==> config.mk <==
export PLATFORM = sky130hd
export DESIGN_NAME = rgb_led_chain_serializer_top
export DESIGN_NICKNAME = d
export VERILOG_FILES = /design/src/hw/rtl/rlcs_pkg.sv /design/src/hw/rtl/rgb_led_chain_serializer_top.sv /design/src/hw/rtl/rlcs_front.sv /design/src/hw/rtl/rlcs_back.sv
export SDC_FILE = /design/constraint.sdc
export NUM_CORES = 1
export LEC_CHECK = 0
export ABC_CLOCK_PERIOD_IN_PS = 9400
export BUFFER_PORTS_ARGS = -buffer_cell sky130_fd_sc_hd__clkbuf_2
export CAP_MARGIN = 40
export CORE_MARGIN = 4
export CORE_UTILIZATION = 40
export DETAILED_ROUTE_END_ITERATION = 10
export PLACE_DENSITY = 0.56
export SETUP_SLACK_MARGIN = 0.1
export SLEW_MARGIN = 20
export SYNTH_ARGS = -nofsm -noshare
export SYNTH_HDL_FRONTEND = slang
export SYNTH_SLANG_ARGS = --single-unit
export TNS_END_PERCENT = 5
==> constraint.sdc <==
create_clock -name clk_i -period 9.4 [get_ports clk_i]
set_input_delay 2.82 -clock clk_i [delete_from_list [all_inputs] [get_ports clk_i]]
set_output_delay 2.82 -clock clk_i [all_outputs]
set_load 0.02 [all_outputs]
==> src/hw/rtl/rlcs_pkg.sv <==
// ----------------------------------------------------------------------------
// rlcs_pkg
// Shared types and constants for the RGB LED chain serializer.
// ----------------------------------------------------------------------------
package rlcs_pkg;

  // Chain geometry
  localparam int unsigned MaxLedsDefault = 16;
  localparam int unsigned PixelSlots     = 16;  // reachable by a 4-bit pixel index
  localparam int unsigned BitsPerLed     = 24;
  localparam int unsigned QueueDepth     = 2;

  // Register reset values
  localparam logic [4:0] LedCountReset = 5'd0;
  localparam logic [5:0] PeriodReset   = 6'd30;
  localparam logic [5:0] OneHighReset  = 6'd17;
  localparam logic [5:0] ZeroHighReset = 6'd9;

  // Configuration register indexes
  localparam logic [1:0] RegLedCount = 2'd0;
  localparam logic [1:0] RegPeriod   = 2'd1;
  localparam logic [1:0] RegOneHigh  = 2'd2;
  localparam logic [1:0] RegZeroHigh = 2'd3;

  // Command codes carried in the input word
  localparam logic [1:0] CmdSetPixel = 2'd0;
  localparam logic [1:0] CmdSend     = 2'd1;
  localparam logic [1:0] CmdTick     = 2'd2;
  localparam logic [1:0] CmdNop      = 2'd3;

  // Input word
  typedef struct packed {
    logic [1:0] cmd;
    logic [3:0] pixel_index;
    logic [7:0] red;
    logic [7:0] green;
    logic [7:0] blue;
  } in_word_t;

  // Result word
  typedef struct packed {
    logic line_level;
    logic busy_res;
    logic done_res;
    logic rejected;
  } out_word_t;

  // Decoded operation passed from front to back
  typedef enum logic [1:0] {
    OpSetPixel,
    OpSend,
    OpTick,
    OpNop
  } op_kind_e;

  typedef struct packed {
    op_kind_e    kind;
    logic [3:0]  pixel_index;
    logic [23:0] color;        // {green, red, blue}
  } op_t;

endpackage

==> src/hw/rtl/rgb_led_chain_serializer_top.sv <==
// Path: an accepted input word enters the operation queue, and the back
// end registers its result word. Throughput: one word per cycle while
// the output is not stalled, set by the execute step; a two-entry queue
// decouples it. Reset: asynchronous; clears the pixel store, transfer
// state, queue and result valid; loads defaults (30/17/9 ticks, no LEDs).
// ----------------------------------------------------------------------------
// rgb_led_chain_serializer_top
// One-wire RGB LED chain driver: front decode and queue, back execute.
// ----------------------------------------------------------------------------
module rgb_led_chain_serializer_top #(
  parameter int unsigned MAX_LEDS = rlcs_pkg::MaxLedsDefault
) (
  input  logic                clk_i,
  input  logic                rst_ni,
  input  logic                cfg_we_i,
  input  logic [1:0]          cfg_idx_i,
  input  logic [5:0]          cfg_data_i,
  input  logic                in_valid_i,
  output logic                in_stall_o,
  input  rlcs_pkg::in_word_t  in_word_i,
  output logic                out_valid_o,
  input  logic                out_stall_i,
  output rlcs_pkg::out_word_t out_word_o
);
  import rlcs_pkg::*;

  logic op_valid;
  logic op_pop;
  op_t  op;

  // Decode and queue
  rlcs_front u_front (
    .clk_i      (clk_i),
    .rst_ni     (rst_ni),
    .in_valid_i (in_valid_i),
    .in_stall_o (in_stall_o),
    .in_word_i  (in_word_i),
    .op_valid_o (op_valid),
    .op_o       (op),
    .op_pop_i   (op_pop)
  );

  // Execute and drive results
  rlcs_back #(
    .MAX_LEDS (MAX_LEDS)
  ) u_back (
    .clk_i       (clk_i),
    .rst_ni      (rst_ni),
    .cfg_we_i    (cfg_we_i),
    .cfg_idx_i   (cfg_idx_i),
    .cfg_data_i  (cfg_data_i),
    .op_valid_i  (op_valid),
    .op_i        (op),
    .op_pop_o    (op_pop),
    .out_valid_o (out_valid_o),
    .out_stall_i (out_stall_i),
    .out_word_o  (out_word_o)
  );

endmodule

==> src/hw/rtl/rlcs_front.sv <==
// ----------------------------------------------------------------------------
// rlcs_front
// Accepts input words, decodes the command and queues the operation.
// ----------------------------------------------------------------------------
module rlcs_front (
  input  logic             clk_i,
  input  logic             rst_ni,
  input  logic             in_valid_i,
  output logic             in_stall_o,
  input  rlcs_pkg::in_word_t in_word_i,
  output logic             op_valid_o,
  output rlcs_pkg::op_t    op_o,
  input  logic             op_pop_i
);
  import rlcs_pkg::*;

  localparam int unsigned PtrW = (QueueDepth > 1) ? $clog2(QueueDepth) : 1;
  localparam int unsigned CntW = $clog2(QueueDepth + 1);

  op_t             queue_q [QueueDepth];
  logic [PtrW-1:0] wr_ptr_q, wr_ptr_d;
  logic [PtrW-1:0] rd_ptr_q, rd_ptr_d;
  logic [CntW-1:0] count_q, count_d;
  op_t             op_dec;
  logic            push, pop;

  // Decode the command into an operation
  always_comb begin
    op_dec.pixel_index = in_word_i.pixel_index;
    op_dec.color       = {in_word_i.green, in_word_i.red, in_word_i.blue};
    unique case (in_word_i.cmd)
      CmdSetPixel: op_dec.kind = OpSetPixel;
      CmdSend:     op_dec.kind = OpSend;
      CmdTick:     op_dec.kind = OpTick;
      default:     op_dec.kind = OpNop;
    endcase
  end

  assign in_stall_o = (count_q == CntW'(QueueDepth));
  assign op_valid_o = (count_q != '0);
  assign op_o       = queue_q[rd_ptr_q];
  assign push       = in_valid_i && !in_stall_o;
  assign pop        = op_pop_i && op_valid_o;

  // Pointer and fill count update
  always_comb begin
    wr_ptr_d = wr_ptr_q;
    rd_ptr_d = rd_ptr_q;
    count_d  = count_q;
    if (push) begin
      wr_ptr_d = (wr_ptr_q == PtrW'(QueueDepth - 1)) ? '0 : wr_ptr_q + PtrW'(1);
    end
    if (pop) begin
      rd_ptr_d = (rd_ptr_q == PtrW'(QueueDepth - 1)) ? '0 : rd_ptr_q + PtrW'(1);
    end
    if (push && !pop) begin
      count_d = count_q + CntW'(1);
    end else if (pop && !push) begin
      count_d = count_q - CntW'(1);
    end
  end

  always_ff @(posedge clk_i or negedge rst_ni) begin
    if (!rst_ni) begin
      wr_ptr_q <= '0;
      rd_ptr_q <= '0;
      count_q  <= '0;
    end else begin
      wr_ptr_q <= wr_ptr_d;
      rd_ptr_q <= rd_ptr_d;
      count_q  <= count_d;
    end
  end

  // Queue storage
  always_ff @(posedge clk_i) begin
    if (push) begin
      queue_q[wr_ptr_q] <= op_dec;
    end
  end

endmodule

==> src/hw/rtl/rlcs_back.sv <==
// ----------------------------------------------------------------------------
// rlcs_back
// Executes queued operations: pixel store, bit waveform timing and the
// registered result word.
// ----------------------------------------------------------------------------
module rlcs_back #(
  parameter int unsigned MAX_LEDS = rlcs_pkg::MaxLedsDefault
) (
  input  logic               clk_i,
  input  logic               rst_ni,
  input  logic               cfg_we_i,
  input  logic [1:0]         cfg_idx_i,
  input  logic [5:0]         cfg_data_i,
  input  logic               op_valid_i,
  input  rlcs_pkg::op_t      op_i,
  output logic               op_pop_o,
  output logic               out_valid_o,
  input  logic               out_stall_i,
  output rlcs_pkg::out_word_t out_word_o
);
  import rlcs_pkg::*;

  localparam int unsigned StoreDepth = (MAX_LEDS < PixelSlots) ? MAX_LEDS : PixelSlots;
  localparam int unsigned IdxW       = (StoreDepth > 1) ? $clog2(StoreDepth) : 1;
  localparam int unsigned UsedCap    = (MAX_LEDS > 31) ? 31 : MAX_LEDS;

  // Configuration registers
  logic [4:0] led_count_q;
  logic [5:0] period_q, one_high_q, zero_high_q;

  // Transfer state
  logic [23:0] store_q [StoreDepth];
  logic        sending_q, sending_d;
  logic [4:0]  led_q, led_d;
  logic [4:0]  bit_q, bit_d;
  logic [5:0]  tick_q, tick_d;

  // Result register
  logic      out_valid_q;
  out_word_t out_word_q, out_word_d;

  logic [4:0]  used_leds;
  logic [23:0] pix;
  logic        pix_bit;
  logic [5:0]  high_ticks;
  logic [6:0]  tick_inc;
  logic [5:0]  bit_inc;
  logic [5:0]  led_inc;
  logic        fire;
  logic        wr_en;

  assign fire     = op_valid_i && (!out_valid_q || !out_stall_i);
  assign op_pop_o = fire;

  assign used_leds = (led_count_q > 5'(UsedCap)) ? 5'(UsedCap) : led_count_q;

  // Current bit and its high time
  assign pix        = (led_q < 5'(StoreDepth)) ? store_q[led_q[IdxW-1:0]] : '0;
  assign pix_bit    = pix[5'(BitsPerLed - 1) - bit_q];
  assign high_ticks = pix_bit ? one_high_q : zero_high_q;
  assign tick_inc   = {1'b0, tick_q} + 7'd1;
  assign bit_inc    = {1'b0, bit_q} + 6'd1;
  assign led_inc    = {1'b0, led_q} + 6'd1;

  // Execute one operation
  always_comb begin
    sending_d  = sending_q;
    led_d      = led_q;
    bit_d      = bit_q;
    tick_d     = tick_q;
    wr_en      = 1'b0;
    out_word_d = '0;
    unique case (op_i.kind)
      OpSetPixel: begin
        if (sending_q || ({1'b0, op_i.pixel_index} >= used_leds)
            || ({1'b0, op_i.pixel_index} >= 5'(StoreDepth))) begin
          out_word_d.rejected = 1'b1;
        end else begin
          wr_en = 1'b1;
        end
      end
      OpSend: begin
        if (sending_q) begin
          out_word_d.rejected = 1'b1;
        end else if (used_leds != '0) begin
          sending_d = 1'b1;
          led_d     = '0;
          bit_d     = '0;
          tick_d    = '0;
        end
      end
      OpTick: begin
        if (sending_q) begin
          out_word_d.line_level = (tick_q < high_ticks);
          tick_d = tick_inc[5:0];
          if (tick_inc >= {1'b0, period_q}) begin
            tick_d = '0;
            bit_d  = bit_inc[4:0];
            if (bit_inc >= 6'(BitsPerLed)) begin
              bit_d = '0;
              led_d = led_inc[4:0];
              if (led_inc >= {1'b0, used_leds}) begin
                sending_d           = 1'b0;
                led_d               = '0;
                out_word_d.done_res = 1'b1;
              end
            end
          end
        end
      end
      default: ;
    endcase
    out_word_d.busy_res = sending_d;
  end

  // State, pixel store and configuration
  always_ff @(posedge clk_i or negedge rst_ni) begin
    if (!rst_ni) begin
      led_count_q <= LedCountReset;
      period_q    <= PeriodReset;
      one_high_q  <= OneHighReset;
      zero_high_q <= ZeroHighReset;
      sending_q   <= 1'b0;
      led_q       <= '0;
      bit_q       <= '0;
      tick_q      <= '0;
      out_valid_q <= 1'b0;
      for (int i = 0; i < StoreDepth; i++) begin
        store_q[i] <= '0;
      end
    end else begin
      if (cfg_we_i) begin
        unique case (cfg_idx_i)
          RegLedCount: led_count_q <= cfg_data_i[4:0];
          RegPeriod:   period_q    <= cfg_data_i;
          RegOneHigh:  one_high_q  <= cfg_data_i;
          RegZeroHigh: zero_high_q <= cfg_data_i;
          default: ;
        endcase
      end
      if (fire) begin
        sending_q <= sending_d;
        led_q     <= led_d;
        bit_q     <= bit_d;
        tick_q    <= tick_d;
        if (wr_en) begin
          store_q[op_i.pixel_index[IdxW-1:0]] <= op_i.color;
        end
      end
      if (fire) begin
        out_valid_q <= 1'b1;
      end else if (!out_stall_i) begin
        out_valid_q <= 1'b0;
      end
    end
  end

  // Result payload
  always_ff @(posedge clk_i) begin
    if (fire) begin
      out_word_q <= out_word_d;
    end
  end

  assign out_valid_o = out_valid_q;
  assign out_word_o  = out_word_q;

endmodule
==> out/results.ini, run 1 <==
[timing]
finalSetupTns_ns=0
hold_violations=0
slew_headroom_pct=36.6
fin_crit_ns=5.81
period_share_pct=61.8
worstMarginPinSlew_ns=0.948
skew_ns=0.0222
max_clock_freq_mhz=172
setup_viol=0
rsz0062_at_grt=no
slew_violations=0

[setup_path]
worstReg2RegStart=u_front.rd_ptr_q
start_kind=flip-flop
cp.arrival_ns=6.32
cp_max_fo=42
endpoint_kind=flip-flop
reg2reg_depth=14
criticalPathCategory=flip-flop to flip-flop
rrSetupSlack_ns=3.59
crit_required_ns=9.91
r2r_end=u_back.store_q[78]

[power_and_ir_drop]
peakVddDrop_mv=0.146
p_leak_uw=0.0105
powerDensity_nw_per_um2=286

[placement]
port_buffers=48
place_hpwl_microns=33800
dp_cells=2533
globalplace.congestion=0.780

[hold_path]
min_path_cells=2
holdPathEnd=u_back.store_q[35]
min_path_type=flip-flop to flip-flop
hp-start=u_back.store_q[35]

[global_route]
antenna_found_initial=0
grt_pass1_wl_microns=86300
grtUsageTotal_pct=19.2
grt-ovfl-total=0
first_global_vias=14400
grt_max_degree=128

[floorplan]
coreArea_sq_um=53700
initial_core_util_pct=40.4
dieArea_sq_um=58000
die-height_microns=241
rows=85
die_w_microns=241
pin_count=49

[finish]
area_growth_pct=12.8
num_antenna_cells=0
layout.nets=1967
finalNonFillerCells=2630
layout_common_cells=dfrtp_1 (417), nand2_1 (320), o21ai_0 (311), nor2_1 (119), a21oi_1 (108)
drive_gt1_share_pct=17.2
layout_commonest_cell=dfrtp_1

[yosys]
ys_ff_latch=493
synthesis.nets=1952
netlist_area_sq_um=21700
synth_cells=1881
ys_async_sr_fraction_pct=87.0
synth_area_per_cell_sq_um=11.5
synth.lib_cells_used.distinct=59
synth-main-ff-cell=dfrtp_1
yosysSeqAreaShare_pct=58.4
synth_warnings=0
synth-edff-count=64

[clock_tree]
clock-sinks=493
path_clk_slew_ns=0.06
cts_resized=0
cts_tree=done
holdBufCountCts=0
clk_latency_ns=0.60
numCtsBuffers=53
cts_setup_buffers=0
htreeDepth=2
cts_buffer_depth=3
root_buffer=clkbuf_16

[detailed_routing]
viasPerCell=5.45
drt_wl_total_microns=54300
drt_first_pass_iters=5
vias=14300
remaining_drc_errors=0
ant_nets=0
drt_iter0_drc=969
routedWlPerCell_microns=20.7

[run_status]
status=complete, no violations

[job]
max_cap_violations=0

## routing by layer
| metal | wire length, microns | track usage, % | part of all wire (%) |
|---|---|---|---|
| met1 | 25000 | 27.6 | 46 |
| met2 | 25900 | 31.3 | 48 |
| met3 | 2380 | 2.97 | 4.4 |
| met4 | 1060 | 4.31 | 2.0 |
| met5 | 0 | 0 | 0 |
## cell families after synthesis
family,count (synthesis),synth area share (%)
AND/OR/NAND/NOR,506,9.52
flip-flops,493,58.4
AO/OA/AOI/OAI,486,12.1
multiplexers,184,14.4
buffers and inverters,172,3.41
adder cells (fa/ha/maj),28,1.62
XOR/XNOR,12,0.485
## worst max-delay path, stage by stage (launching register included)
cell and delay [ns]:
dfrtp_2 0.51, buf_4 0.45, mux2i_1 0.78, clkinv_1 0.55, ha_1 0.43, a21o_1 0.15
a21o_1 0.16, a21oi_1 0.18, o21ai_0 0.14, nor2_1 0.75, nand3_1 0.36, nor3_2 0.45
buf_4 0.53, nor2_1 0.10, a21oi_1 0.13
## stage by stage
step                      power [uW]  setup WS [ns]  cell area (sq um)  util (%)  hold WS, ns
after floorplan                 4360           4.73              21700         -        0.442
after global routing            7430           3.29              24400      45.5        0.492
after detailed placement        5020           3.52              22700      42.2        0.465
after global placement          4930           3.63              22600      42.0        0.454
after CTS                       7060           3.71              24400      45.4        0.478
final                           7000           3.59              24400      45.5        0.472
## power by group
part | total, uW | switching, uW | internal [uW]
clock | 2020 | 831 | 1190
sequential | 3050 | 347 | 2700
combinational | 1930 | 1080 | 852
## final cells by class
cell class                 count  area, sq um
clock buffer                  86         1580
clock inverter                 7         92.6
fill                        4907        29300
inverter                      23         86.3
multi-input combinational   1216         8320
sequential                   493        12700
tap                          696          871
timing repair buffer         109          818
## state kept, by name, indices dropped and copies added, names as in the netlist, 2 cells and up
register and flops:
u_back.out_word_o 4, u_back.period_q 6, u_back.one_high_q 6, u_back.bit_q 5, u_back.store_q 384, u_back.led_q 5
u_front.count_q 2, u_back.led_count_q 5, u_back.tick_q 6, u_front.queue_q 60, u_back.zero_high_q 6
## synth_stat cells (all sizes together) (8+ instances only)
master	instances	area share, %
a21oi	109	2.5
inv	22	0.38
nand4	13	0.38
ha	28	1.6
a22oi	14	0.48
dfrtp	421	49
mux4	98	10
nand3	15	0.35
mux2	28	1.5
edfxtp	64	8.9
a21o	11	0.38
mux2i	58	2.7
nor2	120	2.1
clkbuf	116	2.0
nand2	320	5.5
nand2b	10	0.29
o21ai	313	7.2
dfstp	8	0.97
buf	33	1.0
## worst max-delay path by stage
stage                startpoint            endpoint  slack, ns
5_1_grt        u_front.rd_ptr_q  u_back.store_q[76]       3.29
2_1_floorplan       out_stall_i  u_back.store_q[76]       4.73
3_5_place_dp        out_stall_i  u_back.store_q[76]       3.52
3_3_place_gp        out_stall_i  u_back.store_q[77]       3.63
4_1_cts        u_front.rd_ptr_q  u_back.store_q[78]       3.71
6_report       u_front.rd_ptr_q  u_back.store_q[78]       3.59
(Power assumes the default switching activity.)
==> run 2: changes to the inputs <==
ABC_CLOCK_PERIOD_IN_PS = 5800   (was 9400)
clock period = 5.8 ns   (was 9.4 ns; I/O delays follow)
==> out/results.ini, run 2 (synthesis gave the netlist of run 1 again) <==
[run_status]
status=complete, no violations

[clock_tree]
cts_setup_buffers=0  ; unchanged
cts_resized=0  ; unchanged
htreeDepth=2  ; unchanged
root_buffer=clkbuf_16
path_clk_slew_ns=0.06  ; about the same
cts_buffer_depth=3  ; unchanged
numCtsBuffers=52  ; -1.9%
clock-sinks=493  ; unchanged
clk_latency_ns=0.60  ; about the same
holdBufCountCts=0  ; unchanged
cts_tree=done

[job]
max_cap_violations=0  ; unchanged

[floorplan]
initial_core_util_pct=40.4  ; unchanged
rows=85  ; unchanged
die-height_microns=241  ; unchanged
die_w_microns=241  ; unchanged
dieArea_sq_um=58000  ; unchanged
coreArea_sq_um=53700  ; unchanged
pin_count=49  ; unchanged

[timing]
setup_viol=0  ; unchanged
hold_violations=0  ; unchanged
skew_ns=0.0221  ; -0.000139 ns
fin_crit_ns=5.04  ; -0.774 ns
finalSetupTns_ns=0  ; unchanged
worstMarginPinSlew_ns=0.959  ; +0.0108 ns
slew_violations=0  ; unchanged
period_share_pct=86.9  ; +25 points
max_clock_freq_mhz=198  ; +15%
rsz0062_at_grt=no
slew_headroom_pct=36.1  ; -0.49 points

[detailed_routing]
ant_nets=0  ; unchanged
viasPerCell=5.38  ; -1.1%
routedWlPerCell_microns=20.3  ; -1.9%
remaining_drc_errors=0  ; unchanged
vias=14300  ; -0.50%
drt_iter0_drc=1108  ; +14%
drt_first_pass_iters=5  ; unchanged
drt_wl_total_microns=53600  ; -1.3%

[hold_path]
min_path_cells=2  ; unchanged
hp-start=u_back.store_q[226]
min_path_type=flip-flop to flip-flop
holdPathEnd=u_back.store_q[226]

[global_route]
grt.met2_usage_pct=30.5  ; -0.79 points
use_met3_pct=2.78  ; -0.19 points
first_global_vias=14200  ; -1.3%
busiest_layer=met2
grt_pass1_wl_microns=85400  ; -0.97%
grtUsageMet1_pct=27.8  ; +0.24 points
grt-ovfl-total=0  ; unchanged
antenna_found_initial=0  ; unchanged
grt_max_degree=119  ; -7.0%
grtUsageTotal_pct=19.1  ; -0.14 points

[finish]
seq_area_sq_um=12700  ; unchanged
finalNonFillerCells=2647  ; +0.65%
stdcell_area_sq_um=24500  ; +0.37%
multi_input_comb_area_sq_um=8340  ; +0.23%
largest_register_ffs=384  ; unchanged
reg_top3=u_back.store_q x384, u_front.queue_q x60
layout_commonest_cell=dfrtp_1
nFillCells=4896  ; -0.22%
drive_gt1_share_pct=18.5  ; +1.2 points
layout_common_cells=dfrtp_1 (417), nand2_1 (320), o21ai_0 (311), nor2_1 (119), a21oi_1 (108)
fin_util_pct=45.7  ; +0.17 points
area_growth_pct=13.2
num_antenna_cells=0  ; unchanged
regMostFlops=u_back.store_q
layout.nets=1980  ; +0.66%

[setup_path]
crit_required_ns=6.31  ; -3.60 ns
worstReg2RegStart=u_front.rd_ptr_q
cp.arrival_ns=5.55  ; -0.77 ns
r2r_end=u_back.store_q[88]
endpoint_kind=flip-flop
reg2reg_depth=13  ; -1
rrSetupSlack_ns=0.76  ; -2.83 ns
criticalPathCategory=flip-flop to flip-flop
cp_max_fo=48  ; +14%
start_kind=flip-flop

[power_and_ir_drop]
p_int_uw=7620  ; +60%
fin_total_pwr_uw=11300  ; +61%
powerDensity_nw_per_um2=460  ; +60%
comb_power_share_pct=27.9  ; +0.4 points
clockPowerShare_pct=28.3  ; -0.6 points
switching_power_uw=3660  ; +62%
switching_share_pct=32.4  ; +0.26 points
peakVddDrop_mv=0.259  ; +78%
p_leak_uw=0.0106  ; +0.54%
pwr-share-seq_pct=43.8  ; +0.2 points

[placement]
dp_cells=2547  ; +0.55%
port_buffers=48  ; unchanged
globalplace.congestion=0.786  ; +0.68%
place_hpwl_microns=35100  ; +4.0%
postPlaceCellArea_sq_um=22900  ; +0.83%

-- run 2: how the worst max path moves through the flow --
stage / startpoint / endpoint / slack (ns) / cells past startpoint
global route: u_front.rd_ptr_q / u_back.store_q[79] / 0.30 / 13
floorplan: u_front.rd_ptr_q / u_back.store_q[76] / 1.96 / 15
CTS: u_front.rd_ptr_q / u_back.store_q[77] / 0.89 / 13
finish: u_front.rd_ptr_q / u_back.store_q[88] / 0.76 / 13
detailed placement: u_front.rd_ptr_q / u_back.store_q[78] / 0.90 / 12
global placement: u_front.rd_ptr_q / u_back.store_q[75] / 0.99 / 12
-- run 2: area by class of cell --
cell class / count / share of cell area (%)
Sequential cell: 493 / 51.7
Multi-Input combinational cell: 1216 / 34.0
Clock buffer: 80 / 6.26
Timing Repair Buffer: 123 / 3.78
Tap cell: 696 / 3.55
Clock inverter: 16 / 0.403
Inverter: 23 / 0.352
-- run 2: power groups by stage --
stage          sequential, uW  clock [uW]  combinational, uW
3_5_place_dp             4990           0               3170
6_report                 4940        3190               3150
3_3_place_gp             4970           0               3020
5_1_grt                  5040        3410               3530
2_1_floorplan            4740           0               2330
4_1_cts                  4940        3270               3180
-- run 2: worst max-delay path, stage by stage (launching register included) --
cell	delay, ns
dfrtp_2	0.61
mux2i_1	0.73
clkinv_1	0.46
ha_1	0.39
a21o_1	0.16
a21o_1	0.17
a21oi_1	0.23
o21ai_0	0.16
nor2_1	0.72
nand3_1	0.35
nor3_2	0.20
buf_4	0.51
nor2_1	0.09
a21oi_1	0.14
-- run 2: metal layers --
metal / vias to the layer above / part of all wire, %
met5: - / 0
met2: 299 / 47
met3: 63 / 4.7
li1: 6719 / -
met1: 7169 / 46
met4: 0 / 1.8
-- run 2: metrics by stage --
stage	hold slack [ns]	setup slack [ns]
after global routing	0.498	0.302
after global placement	0.455	0.989
after CTS	0.479	0.892
after detailed placement	0.465	0.901
final	0.476	0.761
after floorplan	0.442	1.96
